$ cat config.mk
export PLATFORM = sky130hd
export DESIGN_NAME = piecewise_linear_interpolator
export DESIGN_NICKNAME = d
export VERILOG_FILES = /design/src/sv/pli_pkg.sv /design/src/sv/pli_muldiv.sv /design/src/sv/piecewise_linear_interpolator.sv
export SDC_FILE = /design/constraint.sdc
export NUM_CORES = 1
export LEC_CHECK = 0
export ABC_AREA = 1
export BUFFER_PORTS_ARGS = -buffer_cell sky130_fd_sc_hd__buf_4
export CAP_MARGIN = 20
export CELL_PAD_IN_SITES_DETAIL_PLACEMENT = 0
export CELL_PAD_IN_SITES_GLOBAL_PLACEMENT = 2
export CORE_ASPECT_RATIO = 1.25
export CORE_MARGIN = 4
export CORE_UTILIZATION = 40
export DETAILED_ROUTE_END_ITERATION = 10
export PLACE_DENSITY = 0.78
export SETUP_SLACK_MARGIN = 0.1
export SLEW_MARGIN = 15
export SYNTH_ARGS = -nofsm -noshare
export SYNTH_HDL_FRONTEND = slang
export SYNTH_SLANG_ARGS = --single-unit
export TNS_END_PERCENT = 1
$ cat constraint.sdc
create_clock -name clk -period 16.6 [get_ports clk]
set_input_delay 3.32 -clock clk [delete_from_list [all_inputs] [get_ports clk]]
set_output_delay 3.32 -clock clk [all_outputs]
set_load 0.005 [all_outputs]
$ cat src/sv/pli_pkg.sv
// ----------------------------------------------------------------------------
// pli_pkg - shared types and constants for the piecewise linear interpolator
// Field layout of the streams, table geometry, FSM state types and the
// request/response structs of the serial multiply/divide unit.
// ----------------------------------------------------------------------------
package pli_pkg;

	localparam int DATA_W     = 16;
	localparam int MAX_POINTS = 8;
	localparam int IDX_W      = $clog2(MAX_POINTS);
	localparam int CNT_W      = 4;
	localparam int CNT_RESET  = 8;

	// accumulator for y0*den + dy*dx, with headroom for partial sums
	localparam int ACC_W  = 2 * DATA_W + 3;
	localparam int SER_W  = $clog2(DATA_W);

	// s_tdata layout: entry_index, x_value, y_value from bit 0 up
	localparam int IDX_LSB  = 0;
	localparam int X_LSB    = IDX_LSB + IDX_W;
	localparam int Y_LSB    = X_LSB + DATA_W;
	localparam int S_FLD_W  = Y_LSB + DATA_W;
	localparam int S_DATA_W = ((S_FLD_W + 7) / 8) * 8;
	localparam int M_DATA_W = DATA_W;

	// APB
	localparam int ADDR_W = 3;
	localparam int PDATA_W = 32;
	localparam logic [ADDR_W-3:0] REG_POINT_COUNT = '0;

	typedef enum logic {
		CMD_WRITE = 1'b0,
		CMD_QUERY = 1'b1
	} cmd_t;

	typedef enum logic [2:0] {
		ST_IDLE,
		ST_CHK0,
		ST_CHKN,
		ST_SCAN,
		ST_CALC,
		ST_DONE
	} state_t;

	typedef enum logic [2:0] {
		MD_IDLE,
		MD_MUL,
		MD_NORM,
		MD_DIV,
		MD_DONE
	} md_state_t;

	typedef struct packed {
		logic [DATA_W-1:0] y;
		logic [DATA_W-1:0] x;
	} entry_t;

	typedef struct packed {
		logic              start;
		logic [DATA_W-1:0] y0;
		logic [DATA_W:0]   dy;
		logic [DATA_W-1:0] dx;
		logic [DATA_W-1:0] den;
	} md_req_t;

	typedef struct packed {
		logic              done;
		logic [DATA_W-1:0] quo;
	} md_rsp_t;

endpackage

$ cat src/sv/pli_muldiv.sv
// ----------------------------------------------------------------------------
// pli_muldiv - bit-serial y0*den + dy*dx followed by a serial divide by den
// Multiply: one bit of den and dx per cycle. Divide: one quotient bit per
// cycle, restoring, on the magnitude; sign applied at the end (trunc to zero).
// ----------------------------------------------------------------------------
module pli_muldiv (
	input  logic              clk,
	input  logic              arst_n,
	input  pli_pkg::md_req_t  req,
	output pli_pkg::md_rsp_t  rsp
);

	localparam int DW = pli_pkg::DATA_W;
	localparam int AW = pli_pkg::ACC_W;
	localparam logic [pli_pkg::SER_W-1:0] CNT_LAST = pli_pkg::SER_W'(DW - 1);

	pli_pkg::md_state_t state_q, state_next;

	logic [pli_pkg::SER_W-1:0] cnt_q;
	logic [AW-1:0]             acc_q, m0_q, m1_q;
	logic [DW-1:0]             b0_q, b1_q, den_q;
	logic [DW-1:0]             rem_q, quo_q;
	logic                      neg_q;

	logic [AW-1:0] mag;
	logic [DW:0]   trial;
	logic          ge;

	assign mag   = acc_q[AW-1] ? (~acc_q + 1'b1) : acc_q;
	assign trial = {rem_q, quo_q[DW-1]};
	assign ge    = trial >= {1'b0, den_q};

	always_comb begin
		state_next = state_q;
		case (state_q)
			pli_pkg::MD_IDLE: if (req.start) state_next = pli_pkg::MD_MUL;
			pli_pkg::MD_MUL:  if (cnt_q == CNT_LAST) state_next = pli_pkg::MD_NORM;
			pli_pkg::MD_NORM: state_next = pli_pkg::MD_DIV;
			pli_pkg::MD_DIV:  if (cnt_q == CNT_LAST) state_next = pli_pkg::MD_DONE;
			pli_pkg::MD_DONE: state_next = pli_pkg::MD_IDLE;
			default:          state_next = pli_pkg::MD_IDLE;
		endcase
	end

	always_comb begin
		rsp.done = (state_q == pli_pkg::MD_DONE);
		rsp.quo  = neg_q ? (~quo_q + 1'b1) : quo_q;
	end

	always_ff @(posedge clk or negedge arst_n) begin
		if (!arst_n) begin
			state_q <= pli_pkg::MD_IDLE;
			cnt_q   <= '0;
		end else begin
			state_q <= state_next;
			if (state_q == pli_pkg::MD_MUL || state_q == pli_pkg::MD_DIV) begin
				cnt_q <= cnt_q + 1'b1;
			end else begin
				cnt_q <= '0;
			end
		end
	end

	always_ff @(posedge clk) begin
		case (state_q)
			pli_pkg::MD_IDLE: begin
				if (req.start) begin
					acc_q <= '0;
					m0_q  <= {{(AW-DW){req.y0[DW-1]}}, req.y0};
					m1_q  <= {{(AW-DW-1){req.dy[DW]}}, req.dy};
					b0_q  <= req.den;
					b1_q  <= req.dx;
					den_q <= req.den;
				end
			end
			pli_pkg::MD_MUL: begin
				acc_q <= acc_q + (b0_q[0] ? m0_q : '0) + (b1_q[0] ? m1_q : '0);
				m0_q  <= {m0_q[AW-2:0], 1'b0};
				m1_q  <= {m1_q[AW-2:0], 1'b0};
				b0_q  <= {1'b0, b0_q[DW-1:1]};
				b1_q  <= {1'b0, b1_q[DW-1:1]};
			end
			pli_pkg::MD_NORM: begin
				// |num| < 2^31 and its upper half is below den
				neg_q <= acc_q[AW-1];
				rem_q <= mag[2*DW-1:DW];
				quo_q <= mag[DW-1:0];
			end
			pli_pkg::MD_DIV: begin
				rem_q <= ge ? DW'(trial - {1'b0, den_q}) : trial[DW-1:0];
				quo_q <= {quo_q[DW-2:0], ge};
			end
			default: begin
			end
		endcase
	end

endmodule

$ cat src/sv/piecewise_linear_interpolator.sv
// ----------------------------------------------------------------------------
// piecewise_linear_interpolator - breakpoint table with linear interpolation
// Eight-entry (x, y) table loaded by write items; query items return the
// interpolated y, truncated toward zero, or the end y when clamped.
// ----------------------------------------------------------------------------
// Usage:
//   Slave stream s_*: s_tuser is the command (0 write, 1 query). s_tdata
//   carries entry_index, x_value and y_value. A write loads the slot in the
//   cycle it is taken and gives no result item. A query gives exactly one
//   result item on m_*: m_tdata is y_out, m_tuser is the clamped flag.
//   APB port: register 0 (byte address 0) is point_count, 4 bits, reset 8;
//   values below 2 act as 2, above 8 act as 8. Write only while idle.
// Sequence:
//   One item at a time. A clamped query at the low end goes through ST_CHK0
//   and ST_DONE, at the high end through ST_CHK0, ST_CHKN and ST_DONE.
//   An interpolated query (n active points) runs through
//   two end checks, a scan of up to n-1 table reads, then
//   pli_muldiv (bit-serial multiply, one normalize, divide, one done)
//   and ST_DONE, which loads the output register once it is free.
// Reset and stall:
//   Reset clears the FSM, the output valid and point_count (to 8); table
//   contents are undefined until written. Results sit in an output register;
//   s_tready is back high once the result is loaded there, so the next item
//   is taken while m_tready is low. A second result waits inside the block.
// ----------------------------------------------------------------------------
module piecewise_linear_interpolator (
	input  logic                          clk,
	input  logic                          arst_n,
	// slave stream
	input  logic                          s_tvalid,
	output logic                          s_tready,
	input  logic [pli_pkg::S_DATA_W-1:0]  s_tdata,   // entry_index, x_value, y_value, pad
	input  logic [0:0]                    s_tuser,   // cmd
	// master stream
	output logic                          m_tvalid,
	input  logic                          m_tready,
	output logic [pli_pkg::M_DATA_W-1:0]  m_tdata,   // y_out
	output logic [0:0]                    m_tuser,   // clamped
	// APB config
	input  logic                          psel,
	input  logic                          penable,
	input  logic                          pwrite,
	input  logic [pli_pkg::ADDR_W-1:0]    paddr,
	input  logic [pli_pkg::PDATA_W-1:0]   pwdata,
	output logic [pli_pkg::PDATA_W-1:0]   prdata,
	output logic                          pready
);

	localparam int DW = pli_pkg::DATA_W;
	localparam int IW = pli_pkg::IDX_W;
	localparam int CW = pli_pkg::CNT_W;

	pli_pkg::state_t state_q, state_next;

	// config
	logic [CW-1:0] count_q;
	logic [CW-1:0] n_eff;
	logic [IW-1:0] last_idx;
	logic          cfg_wr;

	// table memory, one registered read port
	pli_pkg::entry_t mem_q [pli_pkg::MAX_POINTS];
	pli_pkg::entry_t rd_q;
	logic [IW-1:0]   rd_addr;

	// query context
	logic [DW-1:0]   x_q;
	pli_pkg::entry_t prev_q;
	logic [IW-1:0]   idx_q;
	logic [DW-1:0]   res_y_q;
	logic            res_clamp_q;

	// output register
	logic          m_tvalid_q;
	logic [DW-1:0] m_y_q;
	logic          m_clamp_q;
	logic          out_free;

	logic          s_acc;
	logic [IW-1:0] s_idx;
	logic [DW-1:0] s_x, s_y;
	logic          le_first, ge_last, scan_more;
	logic [DW:0]   dx_w, den_w, dy_w;

	pli_pkg::md_req_t md_req;
	pli_pkg::md_rsp_t md_rsp;

	assign s_idx = s_tdata[pli_pkg::IDX_LSB +: IW];
	assign s_x   = s_tdata[pli_pkg::X_LSB +: DW];
	assign s_y   = s_tdata[pli_pkg::Y_LSB +: DW];
	assign s_acc = s_tvalid && s_tready;

	// ---- configuration ----
	assign pready = 1'b1;
	assign cfg_wr = psel && penable && pwrite && pready
		&& (paddr[pli_pkg::ADDR_W-1:2] == pli_pkg::REG_POINT_COUNT);
	assign prdata = (paddr[pli_pkg::ADDR_W-1:2] == pli_pkg::REG_POINT_COUNT)
		? pli_pkg::PDATA_W'(count_q) : '0;

	always_ff @(posedge clk or negedge arst_n) begin
		if (!arst_n) begin
			count_q <= CW'(pli_pkg::CNT_RESET);
		end else if (cfg_wr) begin
			count_q <= pwdata[CW-1:0];
		end
	end

	always_comb begin
		if (count_q < CW'(2)) begin
			n_eff = CW'(2);
		end else if (count_q > CW'(pli_pkg::MAX_POINTS)) begin
			n_eff = CW'(pli_pkg::MAX_POINTS);
		end else begin
			n_eff = count_q;
		end
	end
	assign last_idx = IW'(n_eff - 1'b1);

	// ---- table ----
	always_ff @(posedge clk) begin
		if (s_acc && s_tuser == pli_pkg::CMD_WRITE) begin
			mem_q[s_idx] <= '{y: s_y, x: s_x};
		end
		rd_q <= mem_q[rd_addr];
	end

	// ---- segment search compares ----
	assign le_first  = $signed(x_q) <= $signed(rd_q.x);
	assign ge_last   = $signed(x_q) >= $signed(rd_q.x);
	assign scan_more = (idx_q < last_idx) && ($signed(x_q) > $signed(rd_q.x));

	// x0 < x <= x1 holds on the interpolated path, so dx and den are positive
	assign dx_w  = {x_q[DW-1], x_q} - {prev_q.x[DW-1], prev_q.x};
	assign den_w = {rd_q.x[DW-1], rd_q.x} - {prev_q.x[DW-1], prev_q.x};
	assign dy_w  = {rd_q.y[DW-1], rd_q.y} - {prev_q.y[DW-1], prev_q.y};

	assign out_free = !m_tvalid_q || m_tready;

	// ---- FSM ----
	always_comb begin
		state_next = state_q;
		case (state_q)
			pli_pkg::ST_IDLE: if (s_tvalid && s_tuser == pli_pkg::CMD_QUERY)
				state_next = pli_pkg::ST_CHK0;
			pli_pkg::ST_CHK0: state_next = le_first ? pli_pkg::ST_DONE : pli_pkg::ST_CHKN;
			pli_pkg::ST_CHKN: state_next = ge_last ? pli_pkg::ST_DONE : pli_pkg::ST_SCAN;
			pli_pkg::ST_SCAN: if (!scan_more) state_next = pli_pkg::ST_CALC;
			pli_pkg::ST_CALC: if (md_rsp.done) state_next = pli_pkg::ST_DONE;
			pli_pkg::ST_DONE: if (out_free) state_next = pli_pkg::ST_IDLE;
			default:          state_next = pli_pkg::ST_IDLE;
		endcase
	end

	always_comb begin
		s_tready   = (state_q == pli_pkg::ST_IDLE);
		md_req.y0  = prev_q.y;
		md_req.dy  = dy_w;
		md_req.dx  = dx_w[DW-1:0];
		md_req.den = den_w[DW-1:0];
		md_req.start = 1'b0;
		case (state_q)
			pli_pkg::ST_IDLE: rd_addr = '0;
			pli_pkg::ST_CHK0: rd_addr = last_idx;
			pli_pkg::ST_CHKN: rd_addr = IW'(1);
			pli_pkg::ST_SCAN: begin
				rd_addr      = idx_q + 1'b1;
				md_req.start = !scan_more;
			end
			default:          rd_addr = '0;
		endcase
	end

	always_ff @(posedge clk or negedge arst_n) begin
		if (!arst_n) begin
			state_q    <= pli_pkg::ST_IDLE;
			m_tvalid_q <= 1'b0;
		end else begin
			state_q <= state_next;
			if (state_q == pli_pkg::ST_DONE && out_free) begin
				m_tvalid_q <= 1'b1;
			end else if (m_tready) begin
				m_tvalid_q <= 1'b0;
			end
		end
	end

	always_ff @(posedge clk) begin
		case (state_q)
			pli_pkg::ST_IDLE: if (s_acc) x_q <= s_x;
			pli_pkg::ST_CHK0: begin
				prev_q      <= rd_q;
				res_y_q     <= rd_q.y;
				res_clamp_q <= 1'b1;
			end
			pli_pkg::ST_CHKN: begin
				res_y_q     <= rd_q.y;
				res_clamp_q <= 1'b1;
				idx_q       <= IW'(1);
			end
			pli_pkg::ST_SCAN: begin
				if (scan_more) begin
					prev_q <= rd_q;
					idx_q  <= idx_q + 1'b1;
				end
			end
			pli_pkg::ST_CALC: begin
				if (md_rsp.done) begin
					res_y_q     <= md_rsp.quo;
					res_clamp_q <= 1'b0;
				end
			end
			pli_pkg::ST_DONE: begin
				if (out_free) begin
					m_y_q     <= res_y_q;
					m_clamp_q <= res_clamp_q;
				end
			end
			default: begin
			end
		endcase
	end

	assign m_tvalid = m_tvalid_q;
	assign m_tdata  = m_y_q;
	assign m_tuser  = m_clamp_q;

	pli_muldiv u_muldiv (
		.clk    (clk),
		.arst_n (arst_n),
		.req    (md_req),
		.rsp    (md_rsp)
	);

endmodule

Word-level counts from Yosys, hierarchy flattened
Memories as Yosys holds them, arrays and structs flattened. A register that Yosys moved wholly into a read port is not among the register bits.
Cells that the tools add are included.
{"block": "classes", "eq_ne": 18, "add_sub_neg": 11, "bitwise_logic": 4, "mux": 46, "magnitude_cmp": 7, "reduce_logical": 30}
{"operator": "$pmux 35 s2", "n": 3}
{"operator": "$mux 35", "n": 5}
{"operator": "$pmux 16 s2", "n": 5}
{"operator": "$mux 16", "n": 5}
{"operator": "$add 35x35->35", "n": 2}
{"operator": "$mux 32", "n": 2}
{"operator": "$pmux 32 s2", "n": 1}
{"operator": "$sub 16x16->16", "n": 3}
{"operator": "$mux 3", "n": 12}
{"operator": "$add 32x1->32 const B", "n": 1}
{"operator": "$not 32->32", "n": 1}
{"operator": "$pmux 3 s6", "n": 1}
{"operator": "$ge 17x16->1", "n": 1}
{"operator": "$sub 16x16->17", "n": 1}
{"operator": "$add 16x1->16 const B", "n": 1}
{"operator": "$ge 16x16->1", "n": 1}
{"operator": "$gt 16x16->1", "n": 1}
{"operator": "$le 16x16->1", "n": 1}
{"operator": "$not 16->16", "n": 1}
{"operator": "$reduce_and 2->1", "n": 7}
{"operator": "$eq 3x2->1 const B", "n": 4}
{"operator": "$pmux 3 s4", "n": 1}
{"operator": "$reduce_bool 2->1", "n": 6}
{"operator": "$ne 2x2->1 const B", "n": 5}
{"operator": "23 further kinds", "n": 45}
{"block": "word_totals", "register_bits": 286, "input_bits": 83, "mem_bits_rw": 256, "elab_cells": 139, "n_memories": 1}
{"memory": "mem_q", "depth": 8, "width": 32, "rd": 1, "rd_clocked_by_memory_dff": 1, "wr": 1, "line_no": "piecewise_linear_interpolator.sv:62", "rtl": "pli_pkg::entry_t mem_q [pli_pkg::MAX_POINTS];"}

Logic depth before layout (Yosys ltp)
Gate-level depths: netlist of the first run.
{"block": "logic_depth", "word_depth": 10, "mapped_depth": 21}

By module
From an unflattened synthesis of the first run, not the netlist that was laid out.
{"block": "unflattened", "cells_unflattened": 3166, "area_unflattened_um2": 30789.5}
{"module": "piecewise_linear_interpolator", "seq_area_each_um2": 11081.9, "area_each_um2": 17076.4, "cells_per_inst": 1386, "instances": 1}
{"module": "pli_muldiv", "seq_area_each_um2": 5760.5, "area_each_um2": 13713.2, "cells_per_inst": 1780, "instances": 1}

Least setup slack after synthesis of the first run
Ideal clock, no wire load.
{"block": "synth_path", "path_kind": "reg2reg", "startpoint": "register count_q[3]", "endpoint": "register u_muldiv.acc_q[0], enable pin", "path_buffers": 0, "required_ps": 15778, "setup_time_ps": 822, "setup_slack_ps": 4608, "arrival_ps": 11170, "path_stages_with_launch": 11, "synth_period_minus_slack_ps": 11992, "cell_sequence": "dfstp_2 inv_1 o211ai_1 ha_1 xor2_1 ha_1 a21o_1 a31oi_1 nand4_1 nand2_1 o21ai_0"}
{"block": "synth_between", "elab_chain_len": 10, "word_cells_on_any_way": 11, "cone_classes": "add/sub (1); order compare (3); eq/ne (1); mux (3); reduce/logical (3)"}
{"item": "from (decl)", "line_no": "piecewise_linear_interpolator.sv:56", "rtl": "logic [CW-1:0] count_q;"}
{"item": "from (signal assigned)", "line_no": "piecewise_linear_interpolator.sv:102", "rtl": "count_q <= CW'(pli_pkg::CNT_RESET);"}
{"item": "from (signal assigned)", "line_no": "piecewise_linear_interpolator.sv:104", "rtl": "count_q <= pwdata[CW-1:0];"}
{"item": "$gt 4x4->1", "line_no": "piecewise_linear_interpolator.sv:111", "rtl": "end else if (count_q > CW'(pli_pkg::MAX_POINTS)) begin"}
{"item": "$mux 3", "line_no": "piecewise_linear_interpolator.sv:111"}
{"item": "$mux 3 *", "line_no": "piecewise_linear_interpolator.sv:109", "rtl": "if (count_q < CW'(2)) begin"}
{"item": "$sub 3x1->3 *", "line_no": "piecewise_linear_interpolator.sv:117", "rtl": "assign last_idx = IW'(n_eff - 1'b1);"}
{"item": "$lt 3x3->1 *", "line_no": "piecewise_linear_interpolator.sv:130", "rtl": "assign scan_more = (idx_q < last_idx) && ($signed(x_q) > $signed(rd_q.x));"}
{"item": "$logic_and 1x1->1 *", "line_no": "piecewise_linear_interpolator.sv:130"}
{"item": "$logic_not 1->1 *", "line_no": "piecewise_linear_interpolator.sv:167", "rtl": "md_req.start = !scan_more;"}
{"item": "$mux 1 *", "line_no": "piecewise_linear_interpolator.sv:161", "rtl": "case (state_q)"}
{"item": "$ne 2x2->1 (no line) *"}
{"item": "$reduce_and 2->1 (no line) *"}
{"item": "to (signal assigned)", "line_no": "pli_muldiv.sv:77", "rtl": "acc_q <= acc_q + (b0_q[0] ? m0_q : '0) + (b1_q[0] ? m1_q : '0);"}
{"item": "to (decl)", "line_no": "pli_muldiv.sv:20", "rtl": "logic [AW-1:0] acc_q, m0_q, m1_q;"}
Every way passes the cells marked *; elsewhere a longest branch is shown, timed or not.
A chain may end at the register's enable or synchronous reset.

Worst setup path in the final report of the first run
{"block": "layout_path", "startpoint": "input paddr[2] (netlist name)", "endpoint": "output prdata[3] (netlist name)"}
{"block": "layout_between", "elab_chain_len": 1}
{"item": "from (decl)", "line_no": "piecewise_linear_interpolator.sv:43", "rtl": "input logic [pli_pkg::ADDR_W-1:0] paddr,"}
{"item": "$mux 4", "line_no": "piecewise_linear_interpolator.sv:98", "rtl": "? pli_pkg::PDATA_W'(count_q) : '0;"}
{"item": "to (decl)", "line_no": "piecewise_linear_interpolator.sv:45", "rtl": "output logic [pli_pkg::PDATA_W-1:0] prdata,"}
No other way between the ends.

==> impl_results.md, run 1 <==
* HP Start: res_y_q[15]
* Max Fanout on Critical Path at 5
* Count leader, synth: nand2_1
* HP Class: reg2reg
* Final period utilization at 42.1%
* Required @ worst endpoint at 13280 ps
* Vias in the first global route at 21.2k
* Post-route cell area at 33300 um^2
* PortBufs at 70
* Yosys top cell by area: edfxtp_1
* Post-DP Area at 31200 um^2
* Initial Util at 40.5%
* Synth top area cells: edfxtp_1 53%, nand2_1 8.3%, ha_1 5.0%
* CP Capture Type: output port
* Post-CTS setup buffers at 0
* Initial antenna violation count at 1
* Setup CP Type: in2out
* Congestion Overflow GR at 0
* Worst EP arrival at 3660 ps
* WHS Path Cells at 0
* Min-Delay Endpoint: m_tdata[15]
* Post-synth ARST share at 2.61%
* Outcome: finished, final reports clean
* CTS tree: yes
* R2R cell count at 12
* R2R Setup Slk at 12160 ps
* Die W at 252 um
* Area growth, synth to finish at 12.0%
* FF+latch count, synth at 574
* Final HPWL DP at 53000 um
* Nets at 3313
* Final Skew at 20.3 ps
* Root Driver: clkbuf_16
* Clk slew on worst S/H paths at 60 ps
* Synth Warn # at 0
* Core area at 73500 um^2
* Vias after detailed routing at 21.1k
* DIE HEIGHT at 313 um
* Setup_tns at 0 ps
* CTS Buffer Depth at 3
* Clk sink count at 574
* Post-layout min period at 6980 ps
* Worst flop-to-flop path startpoint: count_q[3]
* Fill cells at 6936
* DRT Pass-1 Iters at 5
* Yosys cell types at 54
* Drc violations at 0
* Insertion delay to the later sink of the worst-skew pair at 630 ps
* Routed WL per cell at 18.7 um
* Max Cap Viol at 0
* Unrepaired setup endpoints after global routing: no
* CTS resizes at 0
* Gpl congestion at 0.850
* Antenna viol nets, final at 0
* Mapped Cells at 3011
* Synth Cell Area at 29700 um^2
* IO Pins at 135
* Terminus of the critical flop-to-flop path: u_muldiv.b1_q[2]
* Prevailing post-synth register cell: edfxtp_1
* Syn avg cell area at 9.88 um^2
* Post-DR vias/cell at 5.16
* Top post-synthesis cells by count: 654 x nand2_1, 527 x edfxtp_1, 316 x inv_1
* CTS Buf Count at 61
* Initial DRC Count at 1229
* # H-tree levels at 2
* Final wirelength at 76600 um
* Total global-route track usage at 19.1%
* Std-Cell Rows at 111
* Fin. Hold Viols at 0
* Worst Tran Pin Value at 1060 ps
* Final Max Slew Viols at 0
* CP startpoint kind: input port
* Share of layout cells above drive strength 1 at 7.78%
* Synth top area share at 53.2%
* First-pass GRT wire length at 119000 um
* Total die area at 78800 um^2
* Hold_buf cts at 0
* Post-synth EDFFs at 527
* F_max at 143 MHz
* Slew headroom at 29.2%
* Post-synthesis sequential area ratio at 56.6%
* Pin count of the biggest net entering global routing at 127
* # setup viols final at 0
-- how the worst max path moves through the flow --
stage	startpoint	slack, ps	to	cells past startpoint
floorplan	count_q[3]	4610	u_muldiv.acc_q[0]	10
global placement	paddr[2]	9610	prdata[2]	3
detailed placement	paddr[2]	9610	prdata[3]	3
CTS	paddr[2]	9610	prdata[3]	3
global route	paddr[2]	9580	prdata[3]	3
finish	paddr[2]	9620	prdata[3]	3
-- per-stage QoR --
step | instances | utilization [%] | hold WS, ps | worst slack, ps
5_1_grt | 4086 | 45.4 | 423 | 9580
3_3_place_gp | 3969 | 42.5 | 406 | 9610
4_1_cts | 4084 | 45.3 | 417 | 9610
3_5_place_dp | 3969 | 42.5 | 405 | 9610
6_report | 4086 | 45.4 | 413 | 9620
2_1_floorplan | 3038 | - | 400 | 4610
-- sequential cells by signal, summed over array words and instances (netlist names), 3 cells and up --
register and cells:
count_q 4, idx_q 3, m_tdata 16, md_req 16, mem_q 256, prev_q 16
rd_q 32, res_y_q 16, state_q 3, u_muldiv.acc_q 35, u_muldiv.b0_q 16, u_muldiv.b1_q 16
u_muldiv.cnt_q 4, u_muldiv.den_q 16, u_muldiv.m0_q 35, u_muldiv.m1_q 35, u_muldiv.quo_q 16, u_muldiv.rem_q 16
u_muldiv.state_q 3, x_q 16
-- cell families after synthesis --
group	synth area share, %
DFF	56.6
muxes	0.0379
xor gates and xnor gates	2.38
adders and majority gates	7.59
AOI/OAI and AO/OA	10.5
other	0.0252
buffers and inverters	6.41
and+or+nand+nor	16.4
-- placed cells by master (no fill, tap or decap), types with 6 or more instances in the layout --
cell,synthesis,layout
nand2_1,654,654
edfxtp_1,527,527
inv_1,316,316
nor2_1,303,295
o21ai_0,266,265
a21oi_1,147,147
ha_1,118,118
nand3_1,102,102
buf_4,33,99
clkbuf_16,0,61
xor2_1,55,55
fa_1,39,39
o22ai_1,33,33
dfxtp_1,32,32
o21ai_1,31,31
o32ai_1,31,31
conb_1,2,29
xnor2_1,26,26
nor3_1,25,21
or2_0,21,21
nand3b_1,20,20
nand4_1,14,14
dfrtp_1,14,14
a21o_1,13,13
clkinv_2,0,11
a31oi_1,11,10
or2_1,10,10
clkinv_1,0,10
bufinv_16,0,9
nor2_4,2,8
a21boi_0,7,7
clkbuf_1,59,7
nor4_1,6,6
o31ai_1,6,6
or2_2,6,6
nor3_2,2,6
o21a_1,6,6
clkinvlp_4,0,6
-- worst max-delay path, cell delays in order --
cell,delay [ps]
buf_4,130
nor2_1,100
buf_4,120
-- routing by layer --
metal | track usage, % | wire (um)
met1 | 24.2 | 32300
met3 | 2.52 | 3280
met4 | 5.37 | 2010
met5 | 0 | 0
met2 | 34.1 | 38900
-- cell type report --
type,count,area [um^2],area share (%)
diodes,1,2.50,0.00751
clock buffers,73,1620,4.87
clock inverters,42,489,1.47
inverters,322,1210,3.64
multi-input cells,2014,11200,33.6
flip-flops and latches,574,16800,50.5
well taps,960,1200,3.60
repair buffers,100,754,2.26
Power of run 1 is left out: the tool's default activity adds up to more than one toggle a clock period on the data nets, which glitch-free logic cannot reach.
==> inputs of run 2 (changes only) <==
ABC_AREA = 0   (was 1)
PLACE_DENSITY = 0.73   (was 0.78)
clock period = 6.5 ns   (was 16.6 ns; I/O delays follow)
==> run 2 against run 1 <==
Against the previous run:
- area after synthesis fell by 3.3%
- critical path depth rose by 8
- first-iteration DRC count fell by 29%
- critical path type is now reg2reg
==> impl_results.md, run 2 <==
* CTS resizes at 0 (unchanged)
* Routed WL per cell at 19.2 um (+2.3%)
* Nets at 2581 (-22%)
* Setup CP Type: reg2reg
* Prevailing post-synth register cell: edfxtp_1
* Post-route cell area at 32600 um^2 (-2.2%)
* Outcome: finished, final reports clean
* Combinational cell fraction of total power at 48.0%
* Worst EP arrival at 4950 ps (+1290 ps)
* Synth Area in XOR/XNOR at 3.38% (+0.99 points)
* Max Cap Viol at 0 (unchanged)
* CP Capture Type: flip-flop
* Most common cell after layout, fill and taps aside: edfxtp_1
* Congestion Overflow GR at 0 (unchanged)
* Complex-gate fraction of the synthesized area at 9.37% (-1.2 points)
* CP startpoint kind: flip-flop
* Initial DRC Count at 871 (-29%)
* Insertion delay to the later sink of the worst-skew pair at 650 ps (+20 ps)
* Pre-CTS WS at 1940 ps (-7670 ps)
* Final wirelength at 63800 um (-17%)
* Post-CTS setup buffers at 0 (unchanged)
* Leak at 12.5 nW
* Largest Register: mem_q
* CP bufs+invs at 0 (-2)
* Fin util at 45.9% (+0.50 points)
* R2R Setup Slk at 1900 ps (-10260 ps)
* Fin. Hold Viols at 0 (unchanged)
* Post-DP Area at 30500 um^2 (-2.3%)
* Simple-Gate Fraction of Synth Area at 9.49% (-6.9 points)
* Area growth, synth to finish at 13.3%
* Antenna viol nets, final at 0 (unchanged)
* Max Fanout on Critical Path at 15 (+10)
* Most frequent cells in the layout: 527 x edfxtp_1, 203 x nand2_1, 182 x inv_1
* Post-synthesis sequential area ratio at 58.5% (+1.9 points)
* Total die area at 76300 um^2 (-3.2%)
* Power Internal at 11.5 mW
* Area used by multi-input combinational logic at 11000 um^2 (-2.0%)
* Synth Warn # at 0 (unchanged)
* Top post-synthesis cells by count: 527 x edfxtp_1, 204 x nand2_1, 182 x inv_1
* Worst-path cell chain: and2_1 -> fa_1 -> ha_1 -> a2111oi_0 -> o21ai_0 -> a32o_1 -> o21bai_1 -> o31a_1 -> o31ai_1 -> xnor2_1 -> nor2_1
* Terminus of the critical flop-to-flop path: u_muldiv.acc_q[30]
* Synth top area cells: edfxtp_1 55%, ha_1 5.1%, mux4_2 5.0%
* DRT Pass-1 Iters at 5 (unchanged)
* Post-synth EDFFs at 527 (unchanged)
* Initial antenna violation count at 2 (+1)
* Unrepaired setup endpoints after global routing: no
* Clk slew on worst S/H paths at 60 ps (about the same)
* Post-synthesis mux area share at 7.24% (+7.2 points)
* IO Pins at 135 (unchanged)
* Post-synthesis adder-cell area fraction at 7.84% (+0.26 points)
* Slowest cell on the critical path: edfxtp_1
* Post-layout min period at 4600 ps
* Setup_tns at 0 ps (unchanged)
* FF+latch count, synth at 574 (unchanged)
* Drc violations at 0 (unchanged)
* Required @ worst endpoint at 6850 ps (-6430 ps)
* Hold_buf cts at 0 (unchanged)
* Count leader, synth: edfxtp_1
* Yosys cell types at 76 (+41%)
* First-pass GRT wire length at 101000 um (-15%)
* Post-DR vias/cell at 5.17 (+0.22%)
* Critical path depth at 11 (+8)
* F_max at 217 MHz
* Switching part of the total at 39.2%
* Sw power at 7.45 mW
* Final Skew at 41.5 ps (+21.2 ps)
* # H-tree levels at 2 (unchanged)
* DIE HEIGHT at 308 um (-1.6%)
* Clk sink count at 574 (unchanged)
* Std-Cell Rows at 109 (-1.8%)
* Share of layout cells above drive strength 1 at 14.4% (+6.6 points)
* Final HPWL DP at 43800 um (-17%)
* Max reg flops at 256 (unchanged)
* Crit path launch: u_muldiv.b1_q[0]
* CTS tree: yes
* Final Max Slew Viols at 0 (unchanged)
* R2R cell count at 11 (-1)
* Mapped Cells at 2251 (-25%)
* Total global-route track usage at 16.8% (-2.3 points)
* Initial Util at 40.5% (about the same)
* Sequential share of power at 33.2%
* Post-synth ARST share at 2.61% (unchanged)
* CTS Buf Count at 61 (unchanged)
* Clock power frac at 18.8%
* Final period utilization at 70.8%
* # setup viols final at 0 (unchanged)
* Worst Tran Pin Value at 984 ps (-77.1 ps)
* Largest family of logic cells by synthesized area: simple AND/OR/NAND/NOR gates
* Sequential Area at 16800 um^2 (unchanged)
* Slew headroom at 32.7% (+3.4 points)
* Fill cells at 6469 (-6.7%)
* Root Driver: clkbuf_16
* Pin count of the biggest net entering global routing at 130 (+2.4%)
* Synth Cell Area at 28800 um^2 (-3.3%)
* PortBufs at 70 (unchanged)
* Vias after detailed routing at 17.2k (-18%)
* CP top delay family: compound AO/OA/AOI/OAI gates
* Synth top area share at 55.0% (+1.8 points)
* Worst flop-to-flop path startpoint: u_muldiv.b1_q[0]
* Vias in the first global route at 17.9k (-15%)
* PD cells at 583 nW/um^2
* Worst setup path end: u_muldiv.acc_q[30]
* VDD IR max at 0.359 mV
* Core area at 71100 um^2 (-3.3%)
* Yosys top cell by area: edfxtp_1
* Syn avg cell area at 12.8 um^2 (+29%)
* Final worst slack at 1900 ps (-7720 ps)
* CTS Buffer Depth at 3 (unchanged)
* HP Class: reg2reg
* Gpl congestion at 0.801 (-5.8%)
* Crit-path max cell delay at 610 ps (+480 ps)
* Die W at 248 um (-1.6%)
* # diodes at 0 (-1)
* Hold_ws at 418 ps (+5.60 ps)
## run 2: changes by cell type after synthesis, sizes merged, moves of 27 or more
| cell | change |
|---|---|
| o21ai | -201 |
| o32ai | -31 |
| mux4 | +64 |
| nand3 | -72 |
| nor2 | -137 |
| inv | -139 |
| nand2 | -455 |
| and2 | +27 |
| or2 | -32 |
| a21oi | -50 |
| mux2 | +39 |
| o22ai | -30 |
| a21o | +44 |
| xnor2 | +42 |
## run 2: power groups by stage
stage / combinational [mW] / clock (mW) / sequential [mW]
after CTS: 9.26 / 3.67 / 6.34
after detailed placement: 9.19 / 0 / 6.40
final: 9.12 / 3.56 / 6.31
after floorplan: 7.01 / 0 / 6.13
after global routing: 10.4 / 3.82 / 6.42
after global placement: 9.11 / 0 / 6.39
## run 2: stage by stage
step	total power, mW	std cells
floorplan	13.1	2278
global placement	15.5	3219
detailed placement	15.6	3219
CTS	19.3	3330
global route	20.7	3332
finish	19.0	3332
## run 2: kinds of logic after synthesis
kind of cell	Yosys count
simple gates	584
flops	574
compound gates	415
buf+inv	285
fa+ha+maj	157
mux	123
xor+xnor	111
other cells	2
## run 2: area by class of cell
cell class                 instances  area share (%)
timing repair buffer             103            2.61
multi-input combinational       1419            33.7
clock buffer                      71            4.95
clock inverter                    40            1.35
inverter                         182            2.10
sequential                       574            51.7
tap                              943            3.62
## run 2: routing by layer
| layer | track usage, % | vias up | part of all wire [%] |
|---|---|---|---|
| met5 | 0 | - | 0 |
| met4 | 5.10 | 0 | 2.9 |
| met3 | 2.34 | 106 | 3.1 |
| met2 | 29.8 | 244 | 51 |
| met1 | 21.4 | 8502 | 43 |
| li1 | - | 8371 | - |
## run 2: worst min-delay path by stage
stage / cells past startpoint / slack, ps / endpoint / from
6_report: 0 / 420 / m_tdata[8] / res_y_q[8]
5_1_grt: 0 / 430 / m_tdata[8] / res_y_q[8]
4_1_cts: 0 / 420 / m_tdata[0] / res_y_q[0]
3_5_place_dp: 0 / 400 / m_tdata[6] / res_y_q[6]
3_3_place_gp: 0 / 400 / m_tdata[3] / res_y_q[3]
2_1_floorplan: 0 / 400 / m_tdata[0] / res_y_q[0]
(Power assumes the default switching activity.)
==> inputs of run 3 (changes only) <==
CORE_UTILIZATION = 39   (was 40)
PLACE_DENSITY = 0.75   (was 0.73)
clock period = 3.83 ns   (was 6.5 ns; I/O delays follow)
==> run 3 against run 2 <==
Against the previous run:
- via count increased by 3.1%
- non-clock buffer count increased by 114
- clock power increased by 75%
- worst hold slack got worse by 47 ps
- critical path type unchanged
- largest cell class unchanged
- highest routed layer unchanged
==> impl_results.md, run 3 (synthesis results as in run 2) <==
* # setup viols final at 0 (unchanged)
* Power Internal at 22.1 mW (+91%)
* Hold_ws at 371 ps (-47.4 ps)
* CTS tree: yes
* Core area at 73200 um^2 (+3.0%)
* Non-Filler Instances at 3466 (+4.0%)
* Worst Tran Pin Value at 1030 ps (+46.3 ps)
* Max reg flops at 256 (unchanged)
* Routed WL per cell at 18.7 um (-2.5%)
* Total global-route track usage at 16.3% (-0.52 points)
* Nets at 2694 (+4.4%)
* Required @ worst endpoint at 4210 ps (-2640 ps)
* Sw power at 13.5 mW (+82%)
* Final Max Slew Viols at 0 (unchanged)
* Min-Delay Endpoint: mem_q[3][24]
* CTS Buf Count at 60 (-1.6%)
* Max Cap Viol at 0 (unchanged)
* Pre-CTS WS at -225 ps (-2170 ps)
* Setup CP Type: reg2reg
* R2R Setup Slk at 190 ps (-1710 ps)
* HP Class: in2reg
* Placed Instances at 3340 (+3.8%)
* Insertion delay to the later sink of the worst-skew pair at 630 ps (-20 ps)
* WHS Path Cells at 1 (+1)
* Root Driver: clkbuf_16
* Leak at 13.1 nW (+5.2%)
* PD cells at 1050 nW/um^2 (+80%)
* Worst EP arrival at 4020 ps (-930 ps)
* Post-DR vias/cell at 5.12 (-0.91%)
* Fin. Hold Viols at 0 (unchanged)
* Outcome: finished, final reports clean
* Clock power frac at 17.5% (-1.3 points)
* Max Fanout on Critical Path at 6 (-9)
* Die W at 251 um (+1.2%)
* Largest Register: mem_q
* VDD IR max at 0.717 mV (+100%)
* PortBufs at 70 (unchanged)
* Most common cell after layout, fill and taps aside: edfxtp_1
* Combinational cell fraction of total power at 52.7% (+4.7 points)
* Clk sink count at 574 (unchanged)
* Gpl congestion at 0.820 (+2.4%)
* Initial DRC Count at 1000 (+15%)
* Drc violations at 0 (unchanged)
* Total die area at 78200 um^2 (+2.5%)
* Pin count of the biggest net entering global routing at 62 (-52%)
* First-pass GRT wire length at 102000 um (+1.4%)
* Worst flop-to-flop path startpoint: u_muldiv.b1_q[0]
* CTS Buffer Depth at 3 (unchanged)
* DRT Pass-1 Iters at 5 (unchanged)
* Vias in the first global route at 18.5k (+2.9%)
* Most frequent cells in the layout: 527 x edfxtp_1, 203 x nand2_1, 201 x buf_4
* Final Skew at 15.1 ps (-26.3 ps)
* # H-tree levels at 2 (unchanged)
* Share of layout cells above drive strength 1 at 20.2% (+5.9 points)
* Congestion Overflow GR at 0 (unchanged)
* Terminus of the critical flop-to-flop path: u_muldiv.acc_q[34]
* Area growth, synth to finish at 18.0%
* Setup_tns at 0 ps (unchanged)
* Initial Util at 39.3% (-1.2 points)
* CP startpoint kind: flip-flop
* Clk slew on worst S/H paths at 70 ps (about the same)
* Final worst slack at 189 ps (-1710 ps)
* Switching part of the total at 38.0% (-1.2 points)
* HP Start: s_tdata[27]
* DIE HEIGHT at 312 um (+1.2%)
* CP Capture Type: flip-flop
* Std-Cell Rows at 111 (+1.8%)
* Final wirelength at 64700 um (+1.4%)
* Unrepaired setup endpoints after global routing: yes
* Final HPWL DP at 45600 um (+4.2%)
* # diodes at 0 (unchanged)
* Slew headroom at 31.3% (-1.4 points)
* Antenna viol nets, final at 0 (unchanged)
* Vias after detailed routing at 17.8k (+3.1%)
* Initial antenna violation count at 1 (-1)
* IO Pins at 135 (unchanged)
* Sequential share of power at 29.9% (-3.3 points)
* F_max at 275 MHz (+26%)
* Final period utilization at 95.1% (+24 points)
* R2R cell count at 13 (+2)
* Post-layout min period at 3640 ps (-959 ps)
run 3: worst max-delay path, stage by stage, from the launching register on:
cell	delay (ps)
edfxtp_1	490
buf_6	170
buf_4	150
and2_4	140
fa_1	480
ha_4	310
and4_4	240
a32o_2	220
o21bai_1	70
buf_4	160
o31a_1	340
o311ai_2	310
a21oi_1	110
a31o_2	220
run 3: cell type report:
class / count / area [um^2]
Fill cell: 6570 / 39200
Tap cell: 960 / 1200
Inverter: 182 / 683
Clock buffer: 81 / 1640
Sequential cell: 574 / 16800
Multi-Input combinational cell: 1419 / 11300
Timing Repair Buffer: 217 / 1780
Clock inverter: 33 / 489
run 3: power by group through the flow:
stage	clock network [mW]	registers (mW)	logic, mW
floorplan	0	10.4	11.9
global placement	0	10.8	17.3
detailed placement	0	10.8	17.4
CTS	6.38	10.7	18.0
global route	6.66	10.8	21.1
finish	6.22	10.6	18.8
run 3: worst max-delay path by stage:
| stage | start | end | depth (start not counted) |
|---|---|---|---|
| detailed placement | u_muldiv.b1_q[0] | u_muldiv.acc_q[34] | 14 |
| global placement | u_muldiv.b1_q[0] | u_muldiv.acc_q[34] | 14 |
| CTS | u_muldiv.b1_q[0] | u_muldiv.acc_q[31] | 16 |
| floorplan | count_q[3] | u_muldiv.acc_q[0] | 10 |
| finish | u_muldiv.b1_q[0] | u_muldiv.acc_q[34] | 13 |
| global route | u_muldiv.b0_q[0] | u_muldiv.acc_q[30] | 15 |
run 3: timing repair:
| item | in CTS | in global routing |
|---|---|---|
| setup buffers | 6 | 5 |
| endpoints found under the setup margin | 13 | 14 |
| endpoints found under the hold margin | 14 | 0 |
| hold buffers | 1 | 0 |
| pin swaps | 6 | 34 |
| gates resized for setup | 27 | 47 |
run 3: metal layers:
layer  vias up  track usage (%)  routed length, um
met2       230             29.0              33000
met4         0             4.39               1520
li1       8602                -                  -
met1      8835             20.8              28100
met5         -                0                  0
met3        85             2.40               2020
run 3: metrics by stage:
step / cell area, um^2 / total power, mW / utilization, %
floorplan: 28900 / 22.3 / -
global placement: 31400 / 28.1 / 42.9
detailed placement: 31400 / 28.2 / 42.9
CTS: 33700 / 35.1 / 46.0
global route: 34000 / 38.5 / 46.4
finish: 34000 / 35.6 / 46.4
